### src/hdl/logb_pkg.sv
// Shared types, constants and tables of the lidar occupancy grid builder.
package logb_pkg;

  localparam int GRID_W = 128;
  localparam int GRID_H = 128;
  localparam int COL_W = 7;
  localparam int ROW_W = 7;
  localparam int ADDR_W = COL_W + ROW_W;
  localparam int DEPTH = GRID_W * GRID_H;
  localparam int INNER_R = 2;
  localparam int OUTER_R = 2;
  localparam int GOAL_MARGIN = 5 + INNER_R + OUTER_R;

  localparam logic [1:0] REQ_CLEAR  = 2'd0;
  localparam logic [1:0] REQ_SAMPLE = 2'd1;
  localparam logic [1:0] REQ_READ   = 2'd2;
  localparam logic [1:0] REQ_FINISH = 2'd3;

  localparam logic [3:0] CELL_FREE = 4'd0;
  localparam logic [3:0] CELL_BUF  = 4'd5;
  localparam logic [3:0] CELL_OBS  = 4'd9;

  localparam logic signed [16:0] HALF_PI_Q13 = 17'sd12868;
  localparam logic signed [16:0] PI_Q13 = 17'sd25736;
  localparam logic [15:0] GAIN_Q16 = 16'd39797;
  localparam int CORDIC_N = 16;
  localparam int CW = 36;

  // Paint list: centre, then per direction the 5 ring and the 9 ring.
  localparam int PAINT_N = 1 + 4 * ((OUTER_R + 1) + INNER_R);
  localparam int PIDX_W = $clog2(PAINT_N + 1);

  typedef struct packed {
    logic start_cordic;
    logic start_div;
    logic wr_en;
    logic wr_from_clear;
    logic rd_en;
    logic load_result;
    logic [1:0] req;
    logic [PIDX_W-1:0] paint_idx;
  } logb_cmd_t;

  typedef struct packed {
    logic cordic_done;
    logic div_done;
    logic in_grid;
    logic paint_valid;
  } logb_sts_t;

  function automatic logic signed [CW-1:0] atan_q16(input logic [3:0] i);
    case (i)
      4'd0: atan_q16 = 36'sd51472;
      4'd1: atan_q16 = 36'sd30385;
      4'd2: atan_q16 = 36'sd16055;
      4'd3: atan_q16 = 36'sd8150;
      4'd4: atan_q16 = 36'sd4091;
      4'd5: atan_q16 = 36'sd2047;
      4'd6: atan_q16 = 36'sd1024;
      4'd7: atan_q16 = 36'sd512;
      4'd8: atan_q16 = 36'sd256;
      4'd9: atan_q16 = 36'sd128;
      4'd10: atan_q16 = 36'sd64;
      4'd11: atan_q16 = 36'sd32;
      4'd12: atan_q16 = 36'sd16;
      4'd13: atan_q16 = 36'sd8;
      4'd14: atan_q16 = 36'sd4;
      default: atan_q16 = 36'sd2;
    endcase
  endfunction

endpackage

### src/hdl/logb_ctrl.sv
// Sequencer for clear sweeps, CORDIC, division, painting and reads.
module logb_ctrl import logb_pkg::*; (
  input  logic        clk,
  input  logic        rst_n,
  input  logic        in_fire,
  input  logic [1:0]  in_req,
  input  logic        out_free,
  input  logic        clr_last,
  input  logb_sts_t   sts,
  output logb_cmd_t   cmd,
  output logic        busy
);
  localparam logic [2:0] S_IDLE = 3'd0, S_CLEAR = 3'd1, S_CORD = 3'd2, S_DIV = 3'd3,
                         S_PAINT = 3'd4, S_READ = 3'd5, S_DONE = 3'd6;
  logic [2:0] st_r, st_nxt;
  logic [1:0] req_r, req_nxt;
  logic [PIDX_W-1:0] pi_r, pi_nxt;

  always_comb begin
    st_nxt = st_r;
    req_nxt = req_r;
    pi_nxt = pi_r;
    cmd = '0;
    cmd.req = req_r;
    cmd.paint_idx = pi_r;
    case (st_r)
      S_IDLE: begin
        if (in_fire) begin
          req_nxt = in_req;
          case (in_req)
            REQ_CLEAR: st_nxt = S_CLEAR;
            REQ_SAMPLE: begin
              st_nxt = S_CORD;
              cmd.start_cordic = 1'b1;
            end
            REQ_READ: st_nxt = S_READ;
            default: st_nxt = S_DONE;
          endcase
        end
      end
      S_CLEAR: begin
        cmd.wr_en = 1'b1;
        cmd.wr_from_clear = 1'b1;
        if (clr_last) st_nxt = S_DONE;
      end
      S_CORD: begin
        if (sts.cordic_done) begin
          st_nxt = S_DIV;
          cmd.start_div = 1'b1;
        end
      end
      S_DIV: begin
        if (sts.div_done) begin
          pi_nxt = '0;
          st_nxt = sts.in_grid ? S_PAINT : S_DONE;
        end
      end
      S_PAINT: begin
        cmd.wr_en = sts.paint_valid;
        pi_nxt = pi_r + 1'b1;
        if (pi_r == PIDX_W'(PAINT_N - 1)) st_nxt = S_DONE;
      end
      S_READ: begin
        cmd.rd_en = 1'b1;
        st_nxt = S_DONE;
      end
      S_DONE: begin
        // A read keeps its address on the RAM so the read data survives an output stall.
        cmd.rd_en = (req_r == REQ_READ);
        if (out_free) begin
          cmd.load_result = 1'b1;
          st_nxt = S_IDLE;
        end
      end
      default: st_nxt = S_IDLE;
    endcase
  end

  assign busy = (st_r != S_IDLE);

  always_ff @(posedge clk) begin
    if (!rst_n) begin
      st_r <= S_CLEAR;
      req_r <= REQ_CLEAR;
      pi_r <= '0;
    end else begin
      st_r <= st_nxt;
      req_r <= req_nxt;
      pi_r <= pi_nxt;
    end
  end

  // A result is loaded only out of the closing state.
  a_load_done: assert property (@(posedge clk) disable iff (!rst_n)
    cmd.load_result |-> st_r == S_DONE) else $error("load outside done");
  // Painting never runs past the end of the paint list.
  a_paint_bound: assert property (@(posedge clk) disable iff (!rst_n)
    st_r == S_PAINT |-> pi_r < PIDX_W'(PAINT_N)) else $error("paint overrun");
  // A new transaction is accepted only while idle.
  a_fire_idle: assert property (@(posedge clk) disable iff (!rst_n)
    in_fire |-> st_r == S_IDLE) else $error("accept while busy");
endmodule

### config.mk
export PLATFORM = sky130hd
export DESIGN_NAME = logb_ctrl
export DESIGN_NICKNAME = d
export VERILOG_FILES = /design/src/hdl/logb_pkg.sv /design/src/hdl/logb_ctrl.sv
export SDC_FILE = /design/constraint.sdc
export NUM_CORES = 1
export LEC_CHECK = 0
export ABC_AREA = 1
export BUFFER_PORTS_ARGS = -buffer_cell sky130_fd_sc_hd__buf_2
export CAP_MARGIN = 25
export CORE_AREA = 2 2 41 43
export CTS_BUF_LIST = sky130_fd_sc_hd__clkbuf_4 sky130_fd_sc_hd__clkbuf_8
export CTS_CLUSTER_SIZE = 20
export DETAILED_ROUTE_END_ITERATION = 12
export DIE_AREA = 0 0 43 45
export PLACE_DENSITY = 0.81
export SETUP_SLACK_MARGIN = 0.1
export SYNTH_ARGS = -nofsm -noshare
export SYNTH_HDL_FRONTEND = slang
export SYNTH_SLANG_ARGS = --single-unit
### constraint.sdc
create_clock -name clk -period 1.8 [get_ports clk]
set_input_delay 0.18 -clock clk [delete_from_list [all_inputs] [get_ports clk]]
set_output_delay 0.18 -clock clk [all_outputs]
set_load 0.02 [all_outputs]
==> summary.txt, run 1 <==
Setup path
  • Reg2reg setup slack: 0.54 ns
  • Nature of the critical path endpoint: primary output
  • Buf/Inv on CP: 1
  • Worst R2R Path Depth: 9
  • CP cell instances: nor2_2 > nand4_1 > nor2_1 > buf_2
  • Crit-path max cell delay: 0.37 ns
  • Crit Path Category: register to primary output
  • Slowest-stage cell, CP: dfxtp_1
  • Reg2reg end: st_r[2]
  • CP required: 1.62 ns
  • Startpoint types: register
  • Worst EP arrival: 1.33 ns
  • Crit path max-delay family: simple AND/OR/NAND/NOR gates
  • Crit path launch: st_r[0]
  • RR Startpoint: pi_r[0]
  • CP Max Fanout: 7

Synthesis
  • Sequential area share after synthesis: 28.1%
  • Post-Synth Simple-Gate Area: 40.4%
  • Top cells by area, synth: dfxtp_1, nand2_1, inv_1
  • Xor and xnor area share after synthesis: 1.23%
  • Asr flop ratio synth: 0%
  • Count of cell types in the netlist: 21
  • Fraction of the mapped netlist area in adder cells: 3.51%
  • Post-Syn Nets: 125
  • Synth Cell Area: 712 µm²
  • Most common library cells after synthesis: nand2_1, inv_1, nor2_1
  • Multiplexer share of the synthesized area: 0%
  • Synth area leader: dfxtp_1
  • Synth warn: 0
  • Post-synthesis compound-gate area fraction: 14.8%
  • Most frequent cell after synthesis: nand2_1
  • Synth Flop Type: dfxtp_1
  • Yosys reg bits: 10
  • Largest family of logic cells by synthesized area: simple AND/OR/NAND/NOR gates
  • Avg Cell Area, Syn: 6.36 µm²
  • Share of the synthesized area in the top cell type: 28.1%
  • EDFF count, synth: 0
  • Mapped Cells: 112

Timing
  • Final setup vio count: 0
  • Pins Over Slew Limit: 0
  • Clock period minus worst slack: 1.51 ns
  • RSZ-0062 raised after global routing: false
  • Max-slew headroom: 82.2%
  • Final period utilization: 83.9%
  • Hold WS: 0.193 ns
  • Setup_tns: 0 ns
  • Achievable Freq: 0.662 GHz
  • Slew @ Worst Pin: 0.267 ns
  • Hold Vio Cnt, Final: 0
  • Layout Skew: 0.00532 ns
  • Setup WS post-layout: 0.289 ns

CTS
  • Post-CTS Hold Buffers: 0
  • Clock Path Buffers: 2
  • Clk slew on worst S/H paths: 0.08 ns
  • CTS Buf Count: 3
  • CTS tree: yes
  • CTS Sinks: 10
  • Root Buffer: clkbuf_4
  • H-tree Lvls: 1
  • Worst-skew pair later-pin latency: 0.27 ns

Global routing
  • First-pass GRT wire length: 2660 µm
  • Initial antenna violation count: 0
  • Largest net degree at the start of global routing: 13
  • GRT overflow: 0
  • Vias in the first global route: 654
  • GR Util All Layers: 18.4%

Cells and area
  • Filler cells: 141
  • Ant diodes: 0
  • Share of post-route cells with drive strength above 1: 32.6%
  • Final Util: 59.3%
  • Design Area, Final: 872 µm²
  • Register Area: 203 µm²
  • Area of the multi-input gates: 427 µm²
  • Final Net Count: 152
  • Area grow syn2layout: 22.5%

Route
  • 1st-iter DRT viols: 27
  • Routed Antenna Nets: 0
  • Vias per inst: 5.20
  • Wirelength per Cell: 10.8 µm
  • DR pass1 iterations: 5
  • Via Count: 801
  • Routed WL: 1660 µm
  • # DRC: 0

Place
  • Port bufs: 24
  • Pre-CTS setup slack: 0.424 ns
  • Placed cell area: 833 µm²
  • Post-DP HPWL: 1280 µm
  • Routability congestion estimate: 0.837

Hold path
  • Worst Hold Endpoint: st_r[1]
  • Worst hold path depth: 3
  • HP Class: primary input to register
  • Hold wc startpoint: rst_n

Floorplan
  • # IOs: 25
  • FP Rows: 14
  • Die Ht: 45 µm
  • Initial core utilization: 48.4%
  • Die footprint: 1940 µm²
  • Core Footprint: 1470 µm²
  • Die width: 43 µm

Power
  • Sw frac: 48.6%
  • Pwr Density: 1330 nW/µm²
  • Static leakage: 0.436 nW
  • Worst vdd ir: 0.852 mV
  • Internal Power: 0.595 mW
  • Switching power: 0.562 mW
  • Clock power share: 18.2%
  • Share of power burned in registers: 30.8%
  • Comb power frac: 51.0%

Outcome
  • Status: complete, no violations

Flow run
  • Max-Cap Viols: 0
## cell families (layout without fill, tap and decap cells)
group	count (synthesis)	count (layout)
AOI/OAI and AO/OA	19	19
and+or+nand+nor	61	61
buffers and inverters	19	45
xor gates and xnor gates	1	1
adders and majority gates	2	2
DFF	10	10
## metal layers
layer,global-route usage (%),up-vias,wire length (µm)
li1,-,415,-
met3,3.60,2,98
met5,0,-,0
met4,9.09,0,8
met2,30.3,26,776
met1,23.3,358,775
## what timing repair did
action                     CTS  global route
setup endpoints to repair    0             2
resized for setup            0             2
setup buffers                0             0
## metrics by stage
stage               std cells  total power [mW]
floorplan                 112             0.827
global placement          150             0.930
detailed placement        150             0.940
CTS                       154              1.16
global route              154              1.25
finish                    154              1.16
## state kept, by name, summed over array words and instances (netlist names)
name / flops
pi_r: 5
st_r: 3
req_r: 2
## tightest hold or removal path: cells and delay by family
kind	cells	cell delay, ns
buffers and inverters	1	0.14
and+or+nand+nor	2	0.12
## cells in the final DEF (no fill, tap or decap), drive strengths merged
cell type   n
nand4       4
ha          2
o32ai       1
inv        17
clkbuf      4
buf        24
o21bai      1
o21ai      10
nor2       19
xor2        1
dfxtp      10
nand2      27
nand3      11
a21oi       7
## power by group through the flow
stage	combinational [mW]	clock (mW)	sequential [mW]
finish	0.590	0.211	0.356
global route	0.658	0.227	0.367
CTS	0.592	0.216	0.349
detailed placement	0.586	0	0.354
global placement	0.581	0	0.349
floorplan	0.507	0	0.319
## worst max-delay path by stage
stage                   end  cells after the start  slack, ns
floorplan            cmd[8]                      3       0.44
global placement     cmd[8]                      3       0.48
detailed placement   cmd[8]                      3       0.42
CTS                  cmd[8]                      3       0.12
global route         cmd[8]                      4       0.17
finish              cmd[12]                      4       0.29
## area by class of cell
type / count / area share, %
clock buffer: 4 / 4.16
inverter: 17 / 7.60
multi-input combinational: 83 / 48.9
sequential: 10 / 23.2
tap: 16 / 2.30
timing repair buffer: 24 / 13.8
No activity file was read; power rests on OpenSTA's default activity.
==> run 2, diff against run 1 <==
--- a/config.mk
+++ b/config.mk
@@ -5,7 +5,7 @@
 export SDC_FILE = /design/constraint.sdc
 export NUM_CORES = 1
 export LEC_CHECK = 0
-export ABC_AREA = 1
+export ABC_AREA = 0
 export BUFFER_PORTS_ARGS = -buffer_cell sky130_fd_sc_hd__buf_2
 export CAP_MARGIN = 25
 export CORE_AREA = 2 2 41 43
@@ -13,7 +13,7 @@
 export CTS_CLUSTER_SIZE = 20
 export DETAILED_ROUTE_END_ITERATION = 12
 export DIE_AREA = 0 0 43 45
-export PLACE_DENSITY = 0.81
+export PLACE_DENSITY = 0.78
 export SETUP_SLACK_MARGIN = 0.1
 export SYNTH_ARGS = -nofsm -noshare
 export SYNTH_HDL_FRONTEND = slang
==> constraint.sdc (replaced) <==
create_clock -name clk -period 1.3 [get_ports clk]
set_input_delay 0.13 -clock clk [delete_from_list [all_inputs] [get_ports clk]]
set_output_delay 0.13 -clock clk [all_outputs]
set_load 0.02 [all_outputs]
==> summary.txt, run 2 <==
Outcome
  • Status: complete, but fails checks (was complete, no violations)
  • Failing checks: negative setup slack

Power
  • Comb power frac: 62.2% (was 51.0%)
  • Sw frac: 40.5% (was 48.6%)
  • Worst vdd ir: 0.964 mV (was 0.852 mV)
  • Internal Power: 1.12 mW (was 0.595 mW)
  • Static leakage: 0.474 nW (was 0.436 nW)
  • Switching power: 0.759 mW (was 0.562 mW)
  • Pwr Density: 1810 nW/µm² (was 1330 nW/µm²)
  • Clock power share: 11.1% (was 18.2%)
  • Pwr Total: 1.87 mW (was 1.16 mW)
  • Share of power burned in registers: 26.6% (was 30.8%)

Synthesis
  • Count of cell types in the netlist: 31 (was 21)
  • Mapped Cells: 76 (was 112)
  • Most frequent cell after synthesis: dfxtp_1 (was nand2_1)
  • Post-Syn Nets: 89 (was 125)
  • Share of the synthesized area in the top cell type: 31.9% (was 28.1%)
  • Top cells by area, synth: dfxtp_1, nor2b_1, mux2i_1 (was dfxtp_1, nand2_1, inv_1)
  • EDFF count, synth: 0 (unchanged)
  • Sequential area share after synthesis: 31.9% (was 28.1%)
  • Avg Cell Area, Syn: 8.26 µm² (was 6.36 µm²)
  • Synth Cell Area: 628 µm² (was 712 µm²)
  • Most common library cells after synthesis: dfxtp_1, a21oi_1, nor2b_1, o21ai_0, nor2_1 (was nand2_1, inv_1, nor2_1)
  • Synth area leader: dfxtp_1 (unchanged)
  • Synth warn: 0 (unchanged)
  • Asr flop ratio synth: 0% (unchanged)
  • Synth Flop Type: dfxtp_1 (unchanged)
  • Yosys reg bits: 10 (unchanged)

Floorplan
  • FP Rows: 14 (unchanged)
  • # IOs: 25 (unchanged)
  • Die width: 43 µm (unchanged)
  • Die footprint: 1940 µm² (unchanged)
  • Core Footprint: 1470 µm² (unchanged)
  • Initial core utilization: 42.7% (was 48.4%)
  • Die Ht: 45 µm (unchanged)

Setup path
  • Worst EP arrival: 1.32 ns (was 1.33 ns)
  • CP required: 1.17 ns (was 1.62 ns)
  • Reg2reg end: st_r[1] (was st_r[2])
  • Worst R2R Path Depth: 4 (was 9)
  • Crit-path max cell delay: 0.37 ns (about the same)
  • CP cell instances: buf_4 > nor2_4 > nand3_2 > nor3_4 > buf_6 (was nor2_2 > nand4_1 > nor2_1 > buf_2)
  • Nature of the critical path endpoint: primary output (unchanged)
  • Reg2reg setup slack: -0.08 ns (was 0.54 ns)
  • Crit path max-delay family: simple AND/OR/NAND/NOR gates (unchanged)
  • Slowest-stage cell, CP: dfxtp_4 (was dfxtp_1)
  • CP Max Fanout: 6 (was 7)
  • Startpoint types: register (unchanged)
  • Crit Path Category: register to primary output (unchanged)
  • Buf/Inv on CP: 2 (was 1)
  • RR Startpoint: st_r[2] (was pi_r[0])

Global routing
  • Largest net degree at the start of global routing: 13 (unchanged)
  • Vias in the first global route: 731 (was 654)
  • GRT overflow: 0 (unchanged)
  • Initial antenna violation count: 0 (unchanged)
  • First-pass GRT wire length: 3080 µm (was 2660 µm)
  • GR Util All Layers: 21.6% (was 18.4%)

Route
  • 1st-iter DRT viols: 5 (was 27)
  • Top layer in use: met4 (unchanged)
  • DR pass1 iterations: 4 (was 5)
  • Metal2 WL: 1010 µm (was 776 µm)
  • Vias per inst: 5.63 (was 5.20)
  • Routed WL: 1890 µm (was 1660 µm)
  • Routed Antenna Nets: 0 (unchanged)
  • Wirelength per Cell: 14.5 µm (was 10.8 µm)
  • Wire length on met1: 769 µm (was 775 µm)
  • Via Count: 732 (was 801)
  • Routed wl met3: 104 µm (was 98 µm)
  • # DRC: 0 (unchanged)

Cells and area
  • Largest register FFs: 5 (unchanged)
  • Largest regs: pi_r x5, st_r x3, req_r x2 (unchanged)
  • Commonest non-fill, non-tap cells in the layout: buf_2, buf_6, buf_4 (was nand2_1, buf_2, inv_1, nor2_1)
  • Area grow syn2layout: 65.3% (was 22.5%)
  • Area of the multi-input gates: 473 µm² (was 427 µm²)
  • Most flops, register: pi_r (unchanged)
  • Non-filler cells, final: 130 (was 154)
  • Register Area: 211 µm² (was 203 µm²)
  • Ant diodes: 0 (unchanged)
  • Most common cell after layout, fill and taps aside: buf_2 (was nand2_1)
  • Final Net Count: 129 (was 152)
  • Share of post-route cells with drive strength above 1: 57.0% (was 32.6%)
  • Filler cells: 119 (was 141)
  • Final Util: 70.6% (was 59.3%)

Timing
  • Achievable Freq: 0.689 GHz
  • Final setup vio count: 9 (was 0)
  • RSZ-0062 raised after global routing: true (was false)
  • Slew @ Worst Pin: 0.229 ns (was 0.267 ns)
  • Max-slew headroom: 84.8% (was 82.2%)
  • Final period utilization: 112%
  • Pins Over Slew Limit: 0 (unchanged)
  • Setup WS post-layout: -0.151 ns (was 0.289 ns)
  • Clock period minus worst slack: 1.45 ns
  • Hold Vio Cnt, Final: 0 (unchanged)
  • Layout Skew: 0.00344 ns (was 0.00532 ns)

Place
  • Post-DP HPWL: 1280 µm (about the same)
  • Port bufs: 24 (unchanged)
  • Placed Cells: 122 (was 150)
  • Routability congestion estimate: 0.897 (was 0.837)

Hold path
  • Hold wc startpoint: in_req[0] (was rst_n)
  • Worst Hold Endpoint: req_r[0] (was st_r[1])
  • Worst hold path depth: 3 (unchanged)
  • HP Class: primary input to register (unchanged)

CTS
  • Root Buffer: clkbuf_4 (unchanged)
  • Worst-skew pair later-pin latency: 0.26 ns (was 0.27 ns)
  • Clk slew on worst S/H paths: 0.06 ns (was 0.08 ns)
  • CTS tree: yes (unchanged)
  • Clock Path Buffers: 2 (unchanged)
  • CTS Sinks: 10 (unchanged)
  • Post-CTS Hold Buffers: 0 (unchanged)
  • H-tree Lvls: 1 (unchanged)
  • CTS Buf Count: 3 (unchanged)

Flow run
  • Max-Cap Viols: 0 (unchanged)
==> run 2: timing repair <==
| action | in CTS | in global routing |
|---|---|---|
| pin swaps | 8 | 3 |
| setup endpoints to repair | 17 | 17 |
| gates cloned | 0 | 0 |
| buffers inserted | 5 | 0 |
| gates resized for setup | 38 | 8 |
==> run 2: kinds of logic (layout without fill, tap and decap cells) <==
kind of cell	count (synthesis)	count (layout)	synth area share, %
fa+ha+maj	2	2	3.98
compound gates	21	21	20.7
flops	10	10	31.9
buf+inv	8	46	6.37
mux	5	5	8.76
simple gates	30	30	28.3
==> run 2: final cells by class <==
class	instances	area share, %
multi-input combinational	58	45.5
tap	16	1.93
clock buffer	3	2.17
sequential	10	20.4
inverter	4	1.93
timing repair buffer	39	28.1
==> run 2: tightest hold or removal path, stage by stage <==
cell and delay (ns):
buf_2 0.10, mux2i_1 0.07, nor2b_1 0.10
==> run 2: power groups by stage <==
stage	logic, mW	registers [mW]	clock network [mW]
after floorplan	0.567	0.413	0
after global placement	0.819	0.436	0
after detailed placement	0.823	0.443	0
after CTS	1.10	0.489	0.214
after global routing	1.25	0.506	0.230
final	1.17	0.499	0.209
==> run 2: worst max-delay path by stage <==
stage,slack (ns),endpoint,start,depth (start not counted)
finish,-0.15,cmd[12],st_r[2],5
global route,-0.21,cmd[12],st_r[2],5
CTS,-0.14,cmd[10],st_r[0],5
detailed placement,-0.04,st_r[2],st_r[2],4
global placement,-0.02,cmd[12],st_r[2],5
floorplan,-0.05,st_r[1],st_r[2],5
==> run 2: through the flow <==
step,TNS (ns),cell area (µm²),setup WS [ns],hold WS (ns)
global route,-1.30,1040,-0.211,0.192
CTS,-0.581,1010,-0.137,0.166
finish,-0.673,1040,-0.151,0.179
floorplan,-0.105,654,-0.0508,0.280
global placement,-0.0466,842,-0.0206,0.429
detailed placement,-0.134,842,-0.0423,0.436
==> run 2: metal layers <==
layer,vias to the layer above,track usage (%)
li1,352,-
met1,353,22.9
met2,25,41.5
met3,2,2.80
met4,0,11.5
met5,-,0
